## config.mk

```make
export PLATFORM = sky130hd
export DESIGN_NAME = vrra_ram
export DESIGN_NICKNAME = d
export VERILOG_FILES = /design/src/design/variable_record_ring_allocator_macros.svh /design/src/design/vrra_ram.sv
export SDC_FILE = /design/constraint.sdc
export NUM_CORES = 1
export LEC_CHECK = 0
export BUFFER_PORTS_ARGS = -buffer_cell sky130_fd_sc_hd__buf_2
export CORE_AREA = 5 5 104 106
export DETAILED_ROUTE_END_ITERATION = 12
export DIE_AREA = 0 0 109 111
export GPL_TIMING_DRIVEN = 0
export PLACE_DENSITY = 0.76
export SYNTH_ARGS = -nofsm -noshare
export SYNTH_HDL_FRONTEND = slang
export SYNTH_SLANG_ARGS = --single-unit
```

## constraint.sdc

```tcl
create_clock -name clock -period 4.6 [get_ports clock]
set_input_delay 0.69 -clock clock [delete_from_list [all_inputs] [get_ports clock]]
set_output_delay 0.69 -clock clock [all_outputs]
set_load 0.1 [all_outputs]
```

## src/design/variable_record_ring_allocator_macros.svh

```systemverilog
`ifndef VARIABLE_RECORD_RING_ALLOCATOR_MACROS_SVH
`define VARIABLE_RECORD_RING_ALLOCATOR_MACROS_SVH

// condition holds at every edge outside reset
`define VRRA_ASSERT_NOW(label, cond, msg) \
   label: assert property (@(posedge clock) disable iff (reset) (cond)) else $error(msg);

// consequence holds in the same cycle
`define VRRA_ASSERT_IMP(label, ante, cons, msg) \
   label: assert property (@(posedge clock) disable iff (reset) (ante) |-> (cons)) \
      else $error(msg);

// consequence holds in the next cycle
`define VRRA_ASSERT_NXT(label, ante, cons, msg) \
   label: assert property (@(posedge clock) disable iff (reset) (ante) |=> (cons)) \
      else $error(msg);

`endif

```

## src/design/vrra_ram.sv

```systemverilog
`default_nettype none

module vrra_ram #(
   parameter int WIDTH = 8,
   parameter int DEPTH = 16
) (
   input  wire logic                     clock,
   input  wire logic                     wr_en,
   input  wire logic [$clog2(DEPTH)-1:0] wr_addr,
   input  wire logic [WIDTH-1:0]         wr_data,
   input  wire logic                     rd_en,
   input  wire logic [$clog2(DEPTH)-1:0] rd_addr,
   output logic      [WIDTH-1:0]         rd_data
);

   logic [WIDTH-1:0] mem_ff [DEPTH];
   logic [WIDTH-1:0] rd_data_ff;

   always_ff @(posedge clock) begin
      if (wr_en) begin
         mem_ff[wr_addr] <= wr_data;
      end
      if (rd_en) begin
         rd_data_ff <= mem_ff[rd_addr];
      end
   end

   assign rd_data = rd_data_ff;

endmodule

`default_nettype wire

```

==> Implementation_results.wiki <==
{| class="wikitable"
! Metric !! Value
|-
| Outcome || completed
|-
| Worst min-delay path category || in -> reg
|-
| Clock sinks || 136
|-
| Area grow syn2layout || 17.52%
|-
| Critical path class || in -> reg
|-
| Latest clock arrival within the worst-skew pair || 0.50 ns
|-
| Core Rows || 36
|-
| Post-detailed-route wirelength per cell || 23.88 µm
|-
| Count of buffers from port buffering || 25
|-
| Count of endpoints failing hold in the final timing report || 0
|-
| Largest cells by area after synthesis || edfxtp_1 (78%), mux4_2 (7.8%), mux4_1 (7.0%)
|-
| Starting density of the core || 0.5398
|-
| DIE WIDTH || 109 µm
|-
| Clk_skew || 0.005086 ns
|-
| Deepest clock path buffer count || 2
|-
| Design Area, Final || ~6000 µm²
|-
| DR vias || about 2.4k
|-
| Static leakage || 2.061 nW
|-
| Post-CTS setup buffers || 0
|-
| Setup slack after placement || 1.803 ns
|-
| Antenna violations before repair || 0
|-
| Post-synthesis compound-gate area fraction || 0.02298
|-
| Total cell area at the placement stage || 5519 µm²
|-
| Share of the cycle needed by the critical path after routing || 0.4841
|-
| Sequential share of the synthesized area || 0.7812
|-
| Cell with the most instances after synthesis || edfxtp_1
|-
| Via count of the first global-routing pass || 2557
|-
| Syn Std Cell Area || approximately 5200 µm²
|-
| HPWL reported at the end of detailed placement || between 6000 and 7000 µm
|-
| Crit path largest cell delay || 1.01 ns
|-
| Drc violations || 0
|-
| # nets final || 292
|-
| Post-cts sizing count || 0
|-
| Setup repair after global routing missed its margin || false
|-
| Average cell area after synthesis || approximately 23 µm²
|-
| Congestion Overflow GR || 0
|-
| Fraction of registers with async set/reset || 0
|-
| Number of synthesized flops with an enable pin || ~140
|-
| Crit path max-delay cell type || nor3_1
|-
| Power density over cell area || 489.3 nW/µm²
|-
| Sum of negative setup slack || 0 ns
|-
| Synthesized netlist net count || about 250
|-
| Final Wtd Congestion || between 0.7 and 0.8
|-
| Setup crit end kind || register
|-
| Cell count after synthesis || 229
|-
| Number of max-cap violations || 0
|-
| Root buffer selected by CTS || clkbuf_8
|-
| Startpoint type of the worst setup path || primary input
|-
| First drt pass iteration count || 4
|-
| Number of vias per cell || 5.777
|-
| Xor and xnor area share after synthesis || 0
|-
| Top cells by instance count after synthesis || edfxtp_1 (136), mux4_2 (18), a22oi_1 (16), mux4_1 (14), nor2_1 (13)
|-
| Total power || 3.006 mW
|-
| Floorplan die area || ~12000 µm²
|-
| Crit Path Max Fanout || 8
|-
| Time the final worst path needs with I/O delays and setup || 2.227 ns
|-
| Post-synthesis adder-cell area fraction || 0
|-
| Antenna violation net count after detailed routing || 0
|-
| Arrival time at the worst endpoint || 2.34 ns
|-
| Number of DRC markers in iteration 0 || 195
|-
| Largest area contributor in the synthesized netlist || edfxtp_1
|-
| Number of library cell types mapped by synthesis || 18
|-
| Placeable core area || 9684 µm²
|-
| # setup viols final || 0
|-
| CTS Hold Buffers Added || 0
|-
| TritonCTS clock tree || done
|-
| Cell chain of the critical path || buf_2 > or3b_2 > nor3_1
|-
| Setup slack of the critical path after layout || 2.373 ns
|-
| Primary flip-flop cell chosen by synthesis mapping || edfxtp_1
|-
| Maximum number of pins on one net before global-route repair || 17
|-
| Total CTS buffers || 17
|-
| CTS HTree Levels || 4
|-
| Share of layout cells above drive strength 1 || 0.2817
|-
| Worst ir drop on vdd || between 0.2 and 0.3 mV
|-
| Global Route Usage Sum || 0.1776
|-
| Count of state elements after synthesis || 136
|-
| Transition time of the tightest slew-check pin || 1.318 ns
|-
| Count of yosys warnings during synthesis || 0
|-
| Post-synth top area share || 0.7812
|-
| Fmax || approximately 0.45 GHz
|-
| Pins Over Slew Limit || 0
|-
| WP data required || 4.71 ns
|-
| Simple-gate share of the synthesized area || 0.03135
|-
| Ports placed on the boundary || 27
|-
| Worst max-slew margin expressed relative to the limit || 0.1147
|-
| Multiplexer fraction of the synthesized cell area || 0.1479
|-
| Total wirelength of the detailed-routed design || between 9000 and 10000 µm
|-
| Chip height || 111 µm
|-
| First-pass GRT wire length || 14820 µm
|-
| Clock transition at the registers of the reported paths || 0.06 ns
|-
| Dominant combinational cell family by area after synthesis || multiplexers
|-
| Antenna Cells || 0
|-
| Post-layout utilization of the core || 0.6344
|}
## kinds of logic (layout without fill, tap and decap cells)
logic type | after synthesis | after routing
AOI/OAI and AO/OA | 16 | 16
buffers and inverters | 10 | 65
DFF | 136 | 136
muxes | 32 | 32
and+or+nand+nor | 35 | 35
## power breakdown
group | internal, mW | switching [mW] | total (mW) | leakage, nW
logic | 0.0538 | 0.119 | 0.173 | 0.518
registers | 1.40 | 0.00634 | 1.40 | 1.24
clock network | 0.974 | 0.455 | 1.43 | 0.307
## routing by layer
layer  part of all wire  track usage  vias to the layer above  wire (µm)
li1                   -            -                     1069          -
met1               0.44       0.2541                     1225       4340
met2               0.48       0.2592                      103       4777
met3              0.069      0.05125                       12        691
met4              0.015      0.06902                        0        150
met5                  0            0                        -          0
## flip-flops by register name (all words and copies together), names as in the netlist
name and count:
rd_data 8, mem_ff 128
## final cells by class
| type | count | area, µm² |
|---|---|---|
| clock buffer | 18 | 417.9 |
| multi-input combinational | 83 | 1057 |
| clock inverter | 12 | 206.4 |
| sequential | 136 | 4084 |
| fill | 644 | 3541 |
| timing repair buffer | 25 | 125.1 |
| tap | 133 | 166.4 |
| buffer | 10 | 86.33 |
## final timing paths
kind	start	endpoint	slack [ns]	depth (start not counted)
setup / recovery	wr_addr[2]	mem_ff[0][6]	2.37	3
hold / removal	rd_en	rd_data[7]	0.52	1
setup reg to reg	mem_ff[5][1]	rd_data[1]	3.01	3
hold reg to reg	mem_ff[11][3]	rd_data[3]	0.78	3
## worst max-delay path: cells and delay by family
family                 cells  cell delay, ns
buffers and inverters      1            0.11
AND/OR/NAND/NOR            2            1.53
## cells in the final DEF (no fill, tap or decap)
cell type        instances
a22oi_1                 16
and2_1                   1
and2b_1                  1
buf_2                   28
buf_4                    1
buf_6                    3
bufinv_16                6
clkbuf_1                 1
clkbuf_16               16
clkbuf_8                 1
clkdlybuf4s25_2          3
clkinv_1                 3
clkinv_2                 3
edfxtp_1               136
mux4_1                  14
mux4_2                  18
nand2_1                  9
nand2b_1                 2
nand3_1                  1
nand3b_1                 2
nor2_1                  13
nor2b_1                  1
nor3_1                   4
or3b_2                   1
## metrics by stage
| step | hold WS, ns | std cells |
|---|---|---|
| global route | 0.5024 | 417 |
| floorplan | 0.7048 | 229 |
| global placement | 0.7330 | 387 |
| detailed placement | 0.7450 | 387 |
| CTS | 0.5064 | 417 |
| finish | 0.5217 | 417 |
Power figures use the tool's default switching activity.
