<file path="src/design/variable_record_ring_allocator_macros.svh">
`ifndef VARIABLE_RECORD_RING_ALLOCATOR_MACROS_SVH
`define VARIABLE_RECORD_RING_ALLOCATOR_MACROS_SVH

// condition holds at every edge outside reset
`define VRRA_ASSERT_NOW(label, cond, msg) \
   label: assert property (@(posedge clock) disable iff (reset) (cond)) else $error(msg);

// consequence holds in the same cycle
`define VRRA_ASSERT_IMP(label, ante, cons, msg) \
   label: assert property (@(posedge clock) disable iff (reset) (ante) |-> (cons)) \
      else $error(msg);

// consequence holds in the next cycle
`define VRRA_ASSERT_NXT(label, ante, cons, msg) \
   label: assert property (@(posedge clock) disable iff (reset) (ante) |=> (cons)) \
      else $error(msg);

`endif

</file>
<file path="src/design/vrra_pkg.sv">
`default_nettype none

package vrra_pkg;

   localparam int MAX_BUFFER_BYTES = 4096;
   localparam int MIN_BUFFER_BYTES = 16;
   localparam int HEADER_BYTES     = 8;
   localparam int ALIGN_MASK       = 3;
   localparam int ROUND_ADD        = HEADER_BYTES + ALIGN_MASK;

   localparam int ACT_W    = 2;
   localparam int STATUS_W = 3;
   localparam int OFS_W    = $clog2(MAX_BUFFER_BYTES);
   localparam int BYTES_W  = OFS_W + 1;
   localparam int SIZE_W   = 13;
   localparam int HDR_W    = SIZE_W + 1;
   localparam int ROUND_W  = BYTES_W + 1;
   localparam int CNT_W    = 10;

   localparam int STORE_DEPTH = MAX_BUFFER_BYTES / 4;
   localparam int SLOT_W      = $clog2(STORE_DEPTH);

   localparam logic [CNT_W-1:0] CNT_MAX = '1;

   localparam logic [ACT_W-1:0] ACT_RESERVE = 2'd0;
   localparam logic [ACT_W-1:0] ACT_COMMIT  = 2'd1;
   localparam logic [ACT_W-1:0] ACT_RELEASE = 2'd2;

   localparam logic [STATUS_W-1:0] ST_OK              = 3'd0;
   localparam logic [STATUS_W-1:0] ST_NO_SPACE        = 3'd1;
   localparam logic [STATUS_W-1:0] ST_NOTHING_PENDING = 3'd2;
   localparam logic [STATUS_W-1:0] ST_HANDLE_MISMATCH = 3'd3;
   localparam logic [STATUS_W-1:0] ST_NO_RECORDS      = 3'd4;
   localparam logic [STATUS_W-1:0] ST_TAG_MISSING     = 3'd5;

   typedef struct packed {
      logic [ACT_W-1:0]   action;
      logic [BYTES_W-1:0] request_bytes;
      logic [OFS_W-1:0]   handle_offset;
   } req_type;

   typedef struct packed {
      logic                ok;
      logic [OFS_W-1:0]    payload_offset;
      logic [STATUS_W-1:0] status;
      logic                replaced_pending;
      logic                wrapped_to_start;
      logic [CNT_W-1:0]    records_held;
   } rsp_type;

   typedef struct packed {
      logic [OFS_W-1:0]  read_offset;
      logic [OFS_W-1:0]  write_offset;
      logic              pend_valid;
      logic [OFS_W-1:0]  pend_start;
      logic [OFS_W-1:0]  pend_end;
      logic              pend_tag;
      logic [SIZE_W-1:0] pend_size;
      logic [CNT_W-1:0]  record_count;
   } ring_state_type;

   typedef struct packed {
      logic              en;
      logic [SLOT_W-1:0] addr;
      logic [HDR_W-1:0]  data;
   } mem_wr_type;

   function automatic logic [SLOT_W-1:0] slot_of(input logic [OFS_W-1:0] ofs);
      return ofs[OFS_W-1:2];
   endfunction

   // header position for a release: jump to ring start when the handle points there
   function automatic logic [OFS_W-1:0] release_base(input logic [OFS_W-1:0] handle,
                                                    input logic [OFS_W-1:0] rd);
      logic [OFS_W-1:0] hpos;
      hpos = handle - OFS_W'(HEADER_BYTES);
      return (hpos != rd && hpos == '0) ? '0 : rd;
   endfunction

endpackage

`default_nettype wire

</file>
<file path="src/design/vrra_exec.sv">
`default_nettype none

module vrra_exec (
   input  wire vrra_pkg::req_type              item,
   input  wire vrra_pkg::ring_state_type       cur,
   input  wire logic [vrra_pkg::BYTES_W-1:0]   buffer_bytes,
   input  wire logic [vrra_pkg::HDR_W-1:0]     mem_hdr,
   output vrra_pkg::ring_state_type            nxt,
   output vrra_pkg::rsp_type                   result,
   output vrra_pkg::mem_wr_type                mem_wr
);
   import vrra_pkg::*;

   logic [ROUND_W-1:0] rsize;
   logic [BYTES_W-1:0] tail;
   logic               fits_tail;
   logic               fits_wrap;
   logic               fits_gap;
   logic               found;
   logic               at_start;
   logic [OFS_W-1:0]   start;
   logic [ROUND_W-1:0] end_sum;
   logic [OFS_W-1:0]   end_ofs;
   logic [OFS_W-1:0]   base;
   logic               pend_hit;
   logic [HDR_W-1:0]   hdr;
   logic [ROUND_W-1:0] nr_sum;
   logic [OFS_W-1:0]   nr_ofs;

   // reserve placement
   assign rsize = (ROUND_W'(item.request_bytes) + ROUND_W'(ROUND_ADD)) & ~ROUND_W'(ALIGN_MASK);
   assign tail  = (buffer_bytes > BYTES_W'(cur.write_offset))
                  ? buffer_bytes - BYTES_W'(cur.write_offset) : '0;
   assign fits_tail = (ROUND_W'(tail) > rsize)
                      || (ROUND_W'(tail) == rsize && cur.read_offset != '0);
   assign fits_wrap = ROUND_W'(cur.read_offset) > rsize;
   assign fits_gap  = ROUND_W'(cur.read_offset - cur.write_offset) > rsize;

   always_comb begin
      if (cur.write_offset >= cur.read_offset) begin
         found    = fits_tail || fits_wrap;
         at_start = !fits_tail && fits_wrap;
      end else begin
         found    = fits_gap;
         at_start = 1'b0;
      end
   end

   assign start   = at_start ? '0 : cur.write_offset;
   assign end_sum = ROUND_W'(start) + rsize;
   assign end_ofs = (end_sum == ROUND_W'(buffer_bytes)) ? '0 : end_sum[OFS_W-1:0];

   // release header, the pending record lives in registers until commit
   assign base     = release_base(item.handle_offset, cur.read_offset);
   assign pend_hit = cur.pend_valid && (slot_of(cur.pend_start) == slot_of(base));
   assign hdr      = pend_hit ? {cur.pend_tag, cur.pend_size} : mem_hdr;
   assign nr_sum   = ROUND_W'(base) + ROUND_W'(hdr[SIZE_W-1:0]);
   assign nr_ofs   = (nr_sum == ROUND_W'(buffer_bytes)) ? '0 : nr_sum[OFS_W-1:0];

   always_comb begin
      nxt    = cur;
      result = '0;
      mem_wr = '0;
      result.status = ST_OK;
      unique case (item.action)
         ACT_RESERVE: begin
            if (cur.pend_valid) begin
               result.replaced_pending = 1'b1;
               mem_wr.en   = 1'b1;
               mem_wr.addr = slot_of(cur.pend_start);
               mem_wr.data = '0;
            end
            nxt.pend_valid = found;
            if (found) begin
               nxt.pend_start = start;
               nxt.pend_end   = end_ofs;
               nxt.pend_tag   = 1'b1;
               nxt.pend_size  = rsize[SIZE_W-1:0];
               result.ok               = 1'b1;
               result.payload_offset   = start + OFS_W'(HEADER_BYTES);
               result.wrapped_to_start = at_start;
            end else begin
               result.status = ST_NO_SPACE;
            end
         end
         ACT_COMMIT: begin
            priority if (!cur.pend_valid) begin
               result.status = ST_NOTHING_PENDING;
            end else if (item.handle_offset != cur.pend_start + OFS_W'(HEADER_BYTES)) begin
               result.status = ST_HANDLE_MISMATCH;
            end else begin
               if (cur.record_count != CNT_MAX) begin
                  nxt.record_count = cur.record_count + CNT_W'(1);
               end
               nxt.write_offset = cur.pend_end;
               nxt.pend_valid   = 1'b0;
               result.ok        = 1'b1;
               mem_wr.en   = 1'b1;
               mem_wr.addr = slot_of(cur.pend_start);
               mem_wr.data = {cur.pend_tag, cur.pend_size};
            end
         end
         ACT_RELEASE: begin
            if (cur.record_count == '0) begin
               result.status = ST_NO_RECORDS;
            end else begin
               nxt.read_offset         = base;
               result.wrapped_to_start = (base != cur.read_offset);
               if (hdr[HDR_W-1]) begin
                  nxt.read_offset  = nr_ofs;
                  nxt.record_count = cur.record_count - CNT_W'(1);
                  result.ok        = 1'b1;
                  mem_wr.en   = 1'b1;
                  mem_wr.addr = slot_of(base);
                  mem_wr.data = '0;
                  if (pend_hit) begin
                     nxt.pend_tag = 1'b0;
                  end
               end else begin
                  result.status = ST_TAG_MISSING;
               end
            end
         end
         default: begin
            result.status = ST_NOTHING_PENDING;
         end
      endcase
      result.records_held = nxt.record_count;
   end

endmodule

`default_nettype wire
</file>
<file path="config.mk">
export PLATFORM = sky130hd
export DESIGN_NAME = vrra_exec
export DESIGN_NICKNAME = d
export VERILOG_FILES = /design/src/design/variable_record_ring_allocator_macros.svh /design/src/design/vrra_pkg.sv /design/src/design/vrra_exec.sv
export SDC_FILE = /design/constraint.sdc
export NUM_CORES = 1
export LEC_CHECK = 0
export ABC_AREA = 1
export BUFFER_PORTS_ARGS = -buffer_cell sky130_fd_sc_hd__buf_2
export CORE_ASPECT_RATIO = 1.25
export CORE_MARGIN = 2
export CORE_UTILIZATION = 50
export DETAILED_ROUTE_END_ITERATION = 10
export PLACE_DENSITY_LB_ADDON = 0.08
export SLEW_MARGIN = 20
export SYNTH_ARGS = -nofsm -noshare
export SYNTH_HDL_FRONTEND = slang
export SYNTH_SLANG_ARGS = --single-unit
</file>
<file path="constraint.sdc">
create_clock -name vclk -period 11.87
set_input_delay 2.374 -clock vclk [all_inputs]
set_output_delay 2.374 -clock vclk [all_outputs]
set_load 0.05 [all_outputs]
</file>
==> results of run 1 <==
## power by group
group | total [mW] | internal [mW] | switching [mW]
logic | 0.576 | 0.168 | 0.408
clock network | 0 | 0 | 0
registers | 0 | 0 | 0
total | 0.576 | 0.168 | 0.408
## worst max-delay path, delay by kind of cell
kind                       cells  cell delay, ns
buffers and inverters          6            0.76
AOI/OAI and AO/OA             10            1.25
adders and majority gates      4            1.30
and+or+nand+nor               22            3.03
## logic make-up (layout without fill, tap and decap cells)
kind of cell,after synthesis,after routing,share of synthesized area [%]
compound gates,226,226,17.03
xor+xnor,80,80,9.764
buf+inv,259,476,14.40
fa+ha+maj,92,92,16.14
simple gates,709,709,42.66
## stage by stage
| stage | hold WS, ns | cell area [µm²] |
|---|---|---|
| 2_1_floorplan | 4.974 | 7317 |
| 3_3_place_gp | 5.145 | 8608 |
| 3_5_place_dp | 5.148 | 8608 |
| 4_1_cts | 5.148 | 8608 |
| 5_1_grt | 5.167 | 8636 |
| 6_report | 5.148 | 8636 |
## layout make-up
| class | count | share of cell area, % |
|---|---|---|
| Multi-Input combinational cell | 1107 | 72.85 |
| Timing Repair Buffer | 258 | 15.10 |
| Inverter | 218 | 9.476 |
| Tap cell | 178 | 2.579 |
## cells in the final DEF, fill, tap and decap left out, types with 3 or more instances in the layout
| cell | count |
|---|---|
| o21ai_0 | 89 |
| o31ai_1 | 3 |
| o21ai_1 | 5 |
| nand2_2 | 16 |
| nor2_1 | 124 |
| o22ai_1 | 5 |
| a22oi_1 | 6 |
| buf_4 | 5 |
| nor3b_1 | 3 |
| nand2_1 | 370 |
| nor4_1 | 13 |
| inv_2 | 5 |
| inv_1 | 212 |
| ha_1 | 87 |
| nor2_2 | 3 |
| nand3_1 | 92 |
| xnor2_1 | 26 |
| a31oi_1 | 4 |
| xor2_1 | 53 |
| nand3b_1 | 6 |
| a21oi_2 | 5 |
| or2_2 | 11 |
| nand4_1 | 21 |
| buf_2 | 253 |
| o211ai_1 | 7 |
| nor3_1 | 36 |
| a21oi_1 | 88 |
| fa_1 | 4 |
## path summary, 6_finish.rpt
path	start	end	slack, ns
max	cur[55]	nxt[27]	0.74
min	cur[33]	nxt[33]	5.15
## routing by layer
metal  share of wire, %  global-route usage, %
met5                  0                      0
met4                6.5                  19.83
met3                7.7                  3.267
met2                 48                  64.71
met1                 38                  43.95
## what timing repair did
item,CTS,global route
endpoints found under the setup margin,0,12
setup buffers,0,0
gates resized for setup,0,6
==> flow_summary.toml, run 1 <==
[global_routing]
grt_pass1_wl_mm = 46.46
grt_max_degree = 35
antenna_found_initial = 1
grt_pass1_vias = 8998
track_usage_pct = 36.81
grt_overflow = 0

[final_layout]
seq_area_um2 = 0
seq_cell_count = 0
multiInputGateArea_um2 = 6291
fin_util_pct = 60.20
nets = 1804
clockBufferCount = 0
drive_above_1_share_pct = 19.71
final_cells = 1761
nFillCells = 1614
diodes = 0
syn2layout_area_growth_pct = 18.02

[sta]
relSlewSlack_pct = 35.90
setup_viol = 0
fin_tns_setup_ns = 0
worstMarginPinSlew_ns = 0.9592
setup_ws_ns = 0.7385
period_share_pct = 93.78
fmaxAchievable_mhz = 89.84
rsz0062_at_grt = "no"
slew_viol_final = 0
hold_viol = 0
min_period_ns = 11.13

[yosys]
avgSynthCellArea_um2 = 5.357
yosysWarnings = 0
synth_area_leaders = "nand2_1, ha_1, inv_1"
synth_most_common_cell = "nand2_1"
yosysTopAreaCell = "nand2_1"
ys_types = 50
synth_cells = 1366
syn_nets = 1585
synthTopCellsByCount = "nand2_1, inv_1, nor2_1"
synth_area_um2 = 7317
synth_top_area_share_pct = 19.03
yosysSeqAreaShare_pct = 0

[floorplanning]
initial_utilization_pct = 51.00
ios = 253
core-area_um2 = 14350
core.rowCount = 49
die_h_um = 139.3
die_width_um = 112.2
die_area_um2 = 15620

[route]
via_per_inst = 5.595
dr.pass1.iters = 5
drc = 0
route.antenna.remaining_nets = 0
avgRoutedWirePerCell_um = 17.27
routed_wl_mm = 30.40
dr.first_iter.drc_count = 865
via_count = 9853

[place]
detailed_place_hpwl_mm = 25.53
dpl.cell_count = 1761
pre_cts_slack_ns = 0.2964
gp_congestion = 1.015
io_buffers = 253

[worst_setup_path]
cp-end-kind = "primary output"
crit_slowest_cell = "nor4_1"
timing.critical_path.mode_cell = "nand2_1"
cp.required_ns = 9.50
max_stage_delay_ns = 0.47
critical_path_class = "input pin to primary output"
startpoint_type = "input pin"
crit_path_max_fanout = 15
crit_arrival_ns = 8.76

[worst_hold_path]
min_path_type = "input pin to primary output"
min_path_cells = 4

[clock_tree]
cts.hold.buffers_added = 0

[run]
maxCapViolations = 0

[pwr]
p_leak_nw = 5.138
power_uw = 575.8
vdd.ir_drop.worst_mv = 0.05274
power_density_nw_per_um2 = 66.67

[outcome]
outcome = "complete, no violations"
Note: power is estimated with default switching activity, not from simulation.
==> run 2, diff against run 1 <==
CELL_PAD_IN_SITES_DETAIL_PLACEMENT = 1   (was not set)
CELL_PAD_IN_SITES_GLOBAL_PLACEMENT = 1   (was not set)
CORE_UTILIZATION = 35   (was 50)
==> run 2 against run 1 <==
- first-iteration DRC count is 40% lower
- critical path depth fell by 3
- cell count up 5.5%
- power is 3.0% higher
- final area up 1.4%
- largest cell class unchanged
==> flow_summary.toml, run 2 (synthesized netlist as in run 1, its figures left out) <==
[floorplanning]
ios = 253
die_width_um = 133.3
core.rowCount = 59
initial_utilization_pct = 35.40
core-area_um2 = 20670
die_area_um2 = 22090
die_h_um = 165.7

[worst_setup_path]
cp.required_ns = 9.50
crit_slowest_cell = "nor4_1"
timing.critical_path.mode_cell = "nand2_1"
crit_path_max_fanout = 12
max_stage_delay_ns = 0.48
cp-end-kind = "primary output"
startpoint_type = "input pin"
critical_path_class = "input pin to primary output"
crit_arrival_ns = 8.94

[route]
avgRoutedWirePerCell_um = 19.40
routed_wl_mm = 36.03
routedLengthMet1_mm = 14.86
dr.first_iter.drc_count = 519
routed.top_layer = "met4"
dr.pass1.iters = 5
met2_length_mm = 18.19
via_count = 9933
route.antenna.remaining_nets = 0
drc = 0
via_per_inst = 5.349
met3_length_mm = 1.477

[global_routing]
track_usage_pct = 31.09
grt_pass1_vias = 9899
grt_pass1_wl_mm = 54.37
grt_max_degree = 34
grt_overflow = 0
antenna_found_initial = 0

[sta]
min_period_ns = 11.32
setup_viol = 0
fmaxAchievable_mhz = 88.36
worstMarginPinSlew_ns = 1.065
period_share_pct = 95.34
hold_viol = 0
slew_viol_final = 0
setup_ws_ns = 0.5529
relSlewSlack_pct = 28.84

[final_layout]
final_cell_mix = "nand2_1, buf_2, inv_1, nor2_1, nand3_1"
drive_above_1_share_pct = 19.71
clockBufferCount = 0
seq_area_um2 = 0
nets = 1804
layout_commonest_cell = "nand2_1"
seq_cell_count = 0
syn2layout_area_growth_pct = 19.73
fin_area_um2 = 8761
diodes = 0

[place]
detailed_place_hpwl_mm = 30.66
pre_cts_slack_ns = 0.2944
placedInstanceArea_um2 = 8731
gp_congestion = 0.9633
io_buffers = 253

[worst_hold_path]
min_path_type = "input pin to primary output"

[pwr]
power_density_nw_per_um2 = 67.71
vdd.ir_drop.worst_mv = 0.03041
p_leak_nw = 5.134
power_uw = 593.2

[outcome]
outcome = "complete, no violations"

[clock_tree]
cts.hold.buffers_added = 0

[run]
maxCapViolations = 0
run 2: metrics by stage:
stage	hold WS (ns)	utilization, %	std cells	setup TNS [ns]
floorplan	4.974	-	1366	0
global placement	5.149	42.23	1857	0
detailed placement	5.150	42.24	1857	0
CTS	5.154	42.24	1857	0
global route	5.169	42.39	1857	-0.4156
finish	5.150	42.39	1857	0
run 2: critical path: cells and delay by family:
kind,cells,cell delay [ns]
XOR/XNOR,2,0.50
AO/OA/AOI/OAI,8,0.85
adder cells (fa/ha/maj),4,1.37
buffers and inverters,6,0.78
AND/OR/NAND/NOR,19,3.06
run 2: final cells by class:
| class | instances | area, µm² |
|---|---|---|
| fillers | 3121 | 11910 |
| multi-input cells | 1107 | 6296 |
| inverters | 218 | 818.3 |
| repair buffers | 258 | 1304 |
| well taps | 274 | 342.8 |
run 2: what timing repair did:
item	in CTS	in global routing
setup buffers	0	0
setup endpoints to repair	0	12
gates resized for setup	0	6
run 2: path summary, 6_finish.rpt:
kind  startpoint       to  depth (start not counted)
min      cur[31]  nxt[31]                          4
max      cur[55]  nxt[29]                         39
run 2: where the power goes:
part	switching [mW]	leakage (nW)	internal (mW)	total (mW)
Sequential	0	0	0	0
Clock	0	0	0	0
Combinational	0.425	5.13	0.168	0.593
Total	0.425	5.13	0.168	0.593
run 2: metal layers:
| metal | GRT usage [%] | vias up |
|---|---|---|
| li1 | - | 4871 |
| met1 | 36.29 | 4701 |
| met5 | 0 | - |
| met4 | 11.10 | 0 |
| met3 | 2.326 | 73 |
| met2 | 58.70 | 288 |
